`src/ipps_pkg.sv`:
```
package ipps_pkg;

   localparam logic [7:0] CHAR_ZERO  = 8'h30;  // '0'
   localparam logic [7:0] CHAR_NINE  = 8'h39;  // '9'
   localparam logic [7:0] CHAR_DOT   = 8'h2E;  // '.'
   localparam logic [7:0] CHAR_COLON = 8'h3A;  // ':'

   localparam int unsigned SECT_W     = 3;
   localparam int unsigned VALUE_W    = 17;
   localparam int unsigned PROD_W     = 21;

   localparam logic [SECT_W-1:0]  LAST_OCTET   = 3'd3;
   localparam logic [SECT_W-1:0]  PORT_SECTION = 3'd4;
   localparam logic [VALUE_W-1:0] OCTET_MAX    = 17'd255;
   localparam logic [VALUE_W-1:0] PORT_MAX     = 17'd65535;
   localparam logic [VALUE_W-1:0] VALUE_SAT    = 17'd65536;

   typedef struct packed {
      logic [7:0] char_code;
      logic       end_of_string;
   } req_type;

   typedef struct packed {
      logic        address_valid;
      logic [31:0] ip_address;
      logic [15:0] port_number;
   } rsp_type;

endpackage

```
`src/ipv4_port_string_parser.sv`:
```
// Path: the last character is held in the input register; its result is then
//   loaded into the result register once that is free, and drives rsp_valid.
// Throughput: one character per cycle; a result waiting in the output register
//   does not block intake until the next end-of-string character reaches it.
// Reset: synchronous, active high; clears both pipeline valids and the parse
//   state (section, field value, flags, octet accumulator).
module ipv4_port_string_parser (
   input  logic              clock,
   input  logic              reset,
   input  logic              req_valid,
   output logic              req_stall,
   input  ipps_pkg::req_type req_data,
   output logic              rsp_valid,
   input  logic              rsp_stall,
   output ipps_pkg::rsp_type rsp_data
);
   import ipps_pkg::*;

   // input register stage
   logic    s1_valid_ff, s1_valid_in;
   req_type s1_data_ff;

   // parse state
   logic [SECT_W-1:0]  section_ff, section_in;
   logic [VALUE_W-1:0] value_ff, value_in;
   logic               has_digit_ff, has_digit_in;
   logic               lead_zero_ff, lead_zero_in;
   logic               bad_ff, bad_in;
   logic [31:0]        octets_ff, octets_in;

   // result register
   logic    out_valid_ff, out_valid_in;
   rsp_type out_data_ff, out_data_in;

   logic              out_free;   // result register can take a new transfer
   logic              s1_adv;     // character in stage 1 is processed this cycle
   logic              is_digit;
   logic [PROD_W-1:0] prod;
   logic              octet_ok;
   logic              str_ok;
   logic [15:0]       port_val;   // port field as it stands after the final character

   assign out_free  = !out_valid_ff || !rsp_stall;
   // a non-final character never needs the output; a final one needs a free slot
   assign s1_adv    = s1_valid_ff && (!s1_data_ff.end_of_string || out_free);
   assign req_stall = s1_valid_ff && !s1_adv;

   assign s1_valid_in = (req_valid && !req_stall) || (s1_valid_ff && !s1_adv);

   assign is_digit = s1_data_ff.char_code inside {[CHAR_ZERO:CHAR_NINE]};
   // value*10 + digit; ASCII digits carry the digit in the low nibble
   assign prod = {1'b0, value_ff, 3'b000} + {3'b000, value_ff, 1'b0}
               + {{(PROD_W-4){1'b0}}, s1_data_ff.char_code[3:0]};
   assign octet_ok = has_digit_ff && (value_ff <= OCTET_MAX);

   // next parse state
   always_comb begin
      section_in   = section_ff;
      value_in     = value_ff;
      has_digit_in = has_digit_ff;
      lead_zero_in = lead_zero_ff;
      bad_in       = bad_ff;
      octets_in    = octets_ff;
      str_ok       = 1'b0;
      port_val     = '0;

      if (!bad_ff) begin
         if (is_digit) begin
            if (lead_zero_ff) begin
               bad_in = 1'b1;
            end else begin
               if (!has_digit_ff && s1_data_ff.char_code == CHAR_ZERO) begin
                  lead_zero_in = 1'b1;
               end
               has_digit_in = 1'b1;
               // saturate so long digit runs can never wrap into range
               if (prod > {{(PROD_W-VALUE_W){1'b0}}, VALUE_SAT}) begin
                  value_in = VALUE_SAT;
               end else begin
                  value_in = prod[VALUE_W-1:0];
               end
            end
         end else if (s1_data_ff.char_code == CHAR_DOT ||
                      s1_data_ff.char_code == CHAR_COLON) begin
            // dot closes octets 0..2, colon closes only octet 3
            if (((s1_data_ff.char_code == CHAR_DOT) ? (section_ff < LAST_OCTET)
                                                    : (section_ff == LAST_OCTET))
                && octet_ok) begin
               octets_in    = {octets_ff[23:0], value_ff[7:0]};
               section_in   = section_ff + 1'b1;
               value_in     = '0;
               has_digit_in = 1'b0;
               lead_zero_in = 1'b0;
            end else begin
               bad_in = 1'b1;
            end
         end else begin
            bad_in = 1'b1;
         end
      end

      // judge the string after its final character, then start over
      if (s1_data_ff.end_of_string) begin
         str_ok = !bad_in && section_in == PORT_SECTION && has_digit_in
                  && value_in <= PORT_MAX;
         port_val     = value_in[15:0];
         section_in   = '0;
         value_in     = '0;
         has_digit_in = 1'b0;
         lead_zero_in = 1'b0;
         bad_in       = 1'b0;
         octets_in    = '0;
      end
   end

   // result register load
   always_comb begin
      out_valid_in = out_valid_ff && rsp_stall;
      out_data_in  = out_data_ff;
      if (s1_adv && s1_data_ff.end_of_string) begin
         out_valid_in              = 1'b1;
         out_data_in.address_valid = str_ok;
         out_data_in.ip_address    = str_ok ? octets_ff : '0;
         out_data_in.port_number   = str_ok ? port_val : '0;
      end
   end

   always_ff @(posedge clock) begin
      if (reset) begin
         s1_valid_ff  <= 1'b0;
         out_valid_ff <= 1'b0;
         section_ff   <= '0;
         value_ff     <= '0;
         has_digit_ff <= 1'b0;
         lead_zero_ff <= 1'b0;
         bad_ff       <= 1'b0;
         octets_ff    <= '0;
      end else begin
         s1_valid_ff  <= s1_valid_in;
         out_valid_ff <= out_valid_in;
         if (s1_adv) begin
            section_ff   <= section_in;
            value_ff     <= value_in;
            has_digit_ff <= has_digit_in;
            lead_zero_ff <= lead_zero_in;
            bad_ff       <= bad_in;
            octets_ff    <= octets_in;
         end
      end
   end

   // payload registers, no reset
   always_ff @(posedge clock) begin
      if (req_valid && !req_stall) begin
         s1_data_ff <= req_data;
      end
      out_data_ff <= out_data_in;
   end

   assign rsp_valid = out_valid_ff;
   assign rsp_data  = out_data_ff;

endmodule
```
`config.mk`:
```
export PLATFORM = sky130hd
export DESIGN_NAME = ipv4_port_string_parser
export DESIGN_NICKNAME = d
export VERILOG_FILES = /design/src/ipps_pkg.sv /design/src/ipv4_port_string_parser.sv
export SDC_FILE = /design/constraint.sdc
export NUM_CORES = 1
export LEC_CHECK = 0
export CORE_AREA = 2 2 131 133
export CTS_BUF_LIST = sky130_fd_sc_hd__clkbuf_2 sky130_fd_sc_hd__clkbuf_4 sky130_fd_sc_hd__clkbuf_8
export CTS_CLUSTER_DIAMETER = 40
export DETAILED_ROUTE_END_ITERATION = 8
export DIE_AREA = 0 0 133 135
export DONT_BUFFER_PORTS = 1
export GPL_TIMING_DRIVEN = 0
export HOLD_SLACK_MARGIN = 0.15
export PLACE_DENSITY = 0.5
export SLEW_MARGIN = 20
export SYNTH_ARGS = -nofsm -noshare
export SYNTH_HDL_FRONTEND = slang
export SYNTH_SLANG_ARGS = --single-unit
```
`constraint.sdc`:
```
create_clock -name clock -period 7.2 [get_ports clock]
set_input_delay 1.8 -clock clock [delete_from_list [all_inputs] [get_ports clock]]
set_output_delay 1.8 -clock clock [all_outputs]
set_load 0.005 [all_outputs]
```
Word level (Yosys, flattened, before mapping):

Cells that the tools add are included.

* $add $sub $neg: 3
* $lt $le $gt $ge: 6
* equality and inequality tests: 7
* muxes and demuxes: 39
* reductions and logical operators: 30

Operator list (count)
* $mux W32: 5
* $mux W17: 7
* $eq A8 B6 Y1 const B: 3
* $mux W1: 22
* $add A20 B18 Y21: 1
* $add A21 B4 Y21: 1
* $gt A21 B17 Y1 const B: 1
* $le A17 B16 Y1 const B: 1
* $le A17 B8 Y1 const B: 1
* $mux W3: 5
* $logic_and A1 B1 Y1: 12
* $ge A8 B6 Y1 const B: 1
* $le A8 B6 Y1 const B: 1
* $logic_not A1 Y1: 7
* $reduce_bool A3 Y1: 2
* $reduce_and A5 Y1: 1
* $logic_or A1 B1 Y1: 4
* $ne A2 B2 Y1 const B: 2
* $reduce_and A4 Y1: 1
* $reduce_bool A2 Y1: 2
* $add A3 B1 Y3 const B: 1
* $eq A3 B2 Y1 const B: 1
* $eq A3 B3 Y1 const B: 1
* $lt A3 B2 Y1 const B: 1
* $reduce_and A2 Y1: 1

* register bits: 115
* bits of input ports: 13
* output and inout port bits: 51
* word-level logic and storage cells: 98

Depth between registers and ports, before layout:

* word-level depth: 13
* mapped depth: 14

Worst setup path before layout:

No wires, ideal clock.

* path type: input -> output
* start point: in rsp_stall
* end point: out req_stall
* arrival: 1.982 ns
* required time: 5.400 ns
* slack: 3.418 ns
* cell stages on the path: 2
* buffers on the path: 0
* path through: nand4_1 > inv_1

* longest elaborated chain between the ends: 6

RTL lines
* start: declaration: RTL line ipv4_port_string_parser.sv:14 `input logic rsp_stall,`
* $logic_not A1 Y1: RTL line ipv4_port_string_parser.sv:43 `assign out_free = !out_valid_ff || !rsp_stall;`
* $logic_or A1 B1 Y1: RTL line ipv4_port_string_parser.sv:43
* $logic_or A1 B1 Y1: RTL line ipv4_port_string_parser.sv:45 `assign s1_adv = s1_valid_ff && (!s1_data_ff.end_of_string || out_free);`
* $logic_and A1 B1 Y1: RTL line ipv4_port_string_parser.sv:45
* $logic_not A1 Y1: RTL line ipv4_port_string_parser.sv:46 `assign req_stall = s1_valid_ff && !s1_adv;`
* $logic_and A1 B1 Y1: RTL line ipv4_port_string_parser.sv:46
* end: declaration: RTL line ipv4_port_string_parser.sv:11 `output logic req_stall,`

No other way between the ends.

Worst setup path in the final report:

* start point: reg s1_data_ff[4] in the netlist's numbering
* end point: reg out_data_ff, in the netlist rsp_data[14], data pin

* longest elaborated chain between the ends: 13
* elaborated cells between the ends (all ways): 36

RTL lines
* start: declaration: RTL line ipv4_port_string_parser.sv:21 `req_type s1_data_ff;`
* start signal: assignment: RTL line ipv4_port_string_parser.sv:155 `s1_data_ff <= req_data;`
* branches (longest 13 deep; another with $add A21 B4 Y21)
* end signal: assignment: RTL line ipv4_port_string_parser.sv:157 `out_data_ff <= out_data_in;`
* end: declaration: RTL line ipv4_port_string_parser.sv:33 `rsp_type out_data_ff, out_data_in;`

Several ways; the timed one is not identified.
A chain may end at the register's enable or synchronous reset.

==> results.toml <==
[run_status]
status = "finished, final reports clean"

[global_route]
grt_max_degree = 38
grt_first_pass_wirelength_microns = 22200
grt_overflow = 0
antenna_found_initial = 0
grt_pass1_vias = 4174
track_usage = 0.161

[die]
dieHeight_microns = 135
initial_core_util = 0.346
fp.dieW_microns = 133
io_pins = 64
fp.dieArea_sq_um = 18000
rows = 47
coreArea_sq_um = 16400

[logic_synthesis]
synth_cell_types = 66
syn_area_sq_um = 5680
synth_edf_count = 58
synthArstFlopShare = 0
ys_ff_latch = 115
synth-seq-area-share = 0.508
syn_inst = 536
ys.flop_type = "edfxtp_1"
yosysWarnings = 0
syn-mean-instance-area_sq_um = 10.6
syn-num-nets = 586

[setup_path]
r2r-start = "s1_data_ff[4]"
critPathLaunch = "s1_data_ff[4]"
crit_type = "reg -> reg"
cp-start-kind = "flip-flop"
critPathArrivalTime_ns = 4.60
crit_path_end_kind = "flip-flop"
crit_fanout = 10
cp_data_required_time_ns = 7.46

[detailed_routing]
routedWlPerCell_microns = 17.5
firstDrtPassIters = 4
wl_microns = 13800
final_antenna_net_count = 0
dr_total_vias = 4089
first_iter_violations = 310
route.detailed.drc = 0
vias_per_cell = 5.18

[timing]
tightest_slew_ns = 0.816
finalSetupTns_ns = 0
rsz0062_at_grt = "no"
post-route-period-util = 0.604
drv_slew = 0
finalSetupViolCount = 0
relSlewSlack = 0.456
fmax_mhz = 230
fin_skew_ns = 0.0146
hold_viol = 0
period_minus_slack_ns = 4.35

[pwr]
p_int_uw = 971
pwr-share-clk = 0.429
power_uw = 1270
power_density_nw_per_um2 = 201
power_frac_seq = 0.547
power_frac_comb = 0.023
power.leakage_uw = 0.00253
vdd_ir_drop_max_uv = 118
switchingPower_uw = 301
p_sw_frac = 0.237

[clock_tree]
insertion_delay_ns = 0.44
cts_tree = "built"
post-cts-setup-buffer-count = 0
cts_hold_buf = 0
cts.sinks = 115
cts_buffers = 17
htreeDepth = 4
root_buffer = "clkbuf_8"
cts_buffer_depth = 2
cts_resized = 0
path_clk_slew_ns = 0.07

[finish]
diodes = 0
drive_gt1_frac = 0.114
finalNetCount = 606
area_growth_pct = 11.5

[worst_hold_path]
hp-class = "reg -> reg"
min-delay-start = "octets_ff[31]"

[placement]
place.gp.congestion = 0.856
hpwl_microns = 10100
portBuffers = 0

[run]
maxCapViolCount = 0
## per-stage QoR
step / util / hold WS (ns) / cell area [sq um] / cells / setup WS (ns)
6_report: 0.386 / 0.490 / 6330 / 789 / 2.85
5_1_grt: 0.386 / 0.534 / 6330 / 789 / 2.50
4_1_cts: 0.386 / 0.499 / 6330 / 789 / 2.86
3_5_place_dp: 0.364 / 0.480 / 5970 / 757 / 2.91
3_3_place_gp: 0.363 / 0.474 / 5950 / 756 / 2.90
2_1_floorplan: - / 0.457 / 5680 / 536 / 3.42
## power by group through the flow
| stage | clock [uW] | sequential (uW) | combinational [uW] |
|---|---|---|---|
| 2_1_floorplan | 0 | 709 | 20.5 |
| 3_3_place_gp | 0 | 711 | 28.1 |
| 3_5_place_dp | 0 | 711 | 29.9 |
| 4_1_cts | 559 | 696 | 30.0 |
| 5_1_grt | 593 | 696 | 33.7 |
| 6_report | 546 | 696 | 29.9 |
## cell usage after synthesis (5+ instances only)
| library cell | instances | area share |
|---|---|---|
| o21ai_0 | 13 | 0.011 |
| a21oi_1 | 26 | 0.023 |
| inv_1 | 21 | 0.014 |
| edfxtp_1 | 58 | 0.31 |
| nand4_1 | 10 | 0.011 |
| nand2_1 | 36 | 0.024 |
| and3_1 | 6 | 0.0066 |
| xor2_1 | 7 | 0.011 |
| o21ai_2 | 10 | 0.015 |
| clkbuf_1 | 16 | 0.011 |
| and2_1 | 37 | 0.041 |
| ha_1 | 35 | 0.077 |
| a211oi_1 | 5 | 0.0066 |
| nor3_1 | 7 | 0.0062 |
| nand3_1 | 7 | 0.0062 |
| o211ai_1 | 8 | 0.011 |
| dfxtp_1 | 57 | 0.20 |
| a21o_1 | 7 | 0.0093 |
| nor2_1 | 52 | 0.034 |
| a22oi_1 | 34 | 0.045 |
## layer usage
layer | global-route usage | part of all wire
met1 | 0.206 | 0.47
met2 | 0.263 | 0.47
met3 | 0.0435 | 0.047
met4 | 0.0621 | 0.017
met5 | 0 | 0
## logic make-up after synthesis
group,share of synthesized area
xor gates and xnor gates,0.0170
DFF,0.508
adders and majority gates,0.0842
and+or+nand+nor,0.179
buffers and inverters,0.0353
muxes,0.00551
AOI/OAI and AO/OA,0.171
## worst max-delay path: stages, from the launching register on
cell and delay, ns:
edfxtp_1 0.38, inv_1 0.10, fa_1 0.54, inv_1 0.07, fa_1 0.48, a211oi_1 0.36
o21ai_1 0.23, a211oi_1 0.41, nor2_1 0.15, xnor2_1 0.61, and4_1 0.30, buf_4 0.16
buf_6 0.16, a21boi_1 0.24
## flip-flops by register name, summed over array words and instances, names as in the netlist
| register | flops |
|---|---|
| has_digit_ff | 1 |
| section_ff | 3 |
| rsp_valid | 1 |
| rsp_data | 49 |
| lead_zero_ff | 1 |
| s1_valid_ff | 1 |
| value_ff | 17 |
| s1_data_ff | 9 |
| bad_ff | 1 |
| octets_ff | 32 |
## cell type report
class	instances	area, sq um
fillers	1625	10100
flip-flops and latches	115	2880
multi-input cells	375	2600
well taps	220	275
clock buffers	18	241
plain buffers	25	121
clock inverters	14	114
inverters	21	78.8
repair buffers	1	20.0
## final timing paths
path                         to  slack (ns)  cells past startpoint
setup / recovery   rsp_data[14]        2.85                     13
hold / removal    octets_ff[31]        0.49                      2
setup reg to reg   rsp_data[14]        2.85                     13
hold reg to reg   octets_ff[31]        0.49                      2
## cells in the final DEF, fill, tap and decap left out, types with 3 or more instances in the layout
cell type   count
a21o_1          7
a21oi_1        26
nor2_1         52
nand4_1        10
a22oi_1        34
a211oi_1        5
ha_1           35
nand3_1         7
clkbuf_2        3
nand2_1        36
o21ai_2        10
dfxtp_1        57
o21ai_1         3
nand2b_1        4
clkinvlp_4      4
o21ai_0        13
inv_1          20
clkbuf_8       17
and4_1          3
o211ai_1        8
or3_1           3
a31oi_1         3
xor2_1          7
xnor2_1         4
nor4_1          3
nor4b_1         3
clkinv_2        4
and3_1          6
nor3b_1         4
clkbuf_1       16
o21a_1          3
and2_1         37
edfxtp_1       58
a211o_1         3
nor3_1          6
Power figures use the tool's default switching activity.
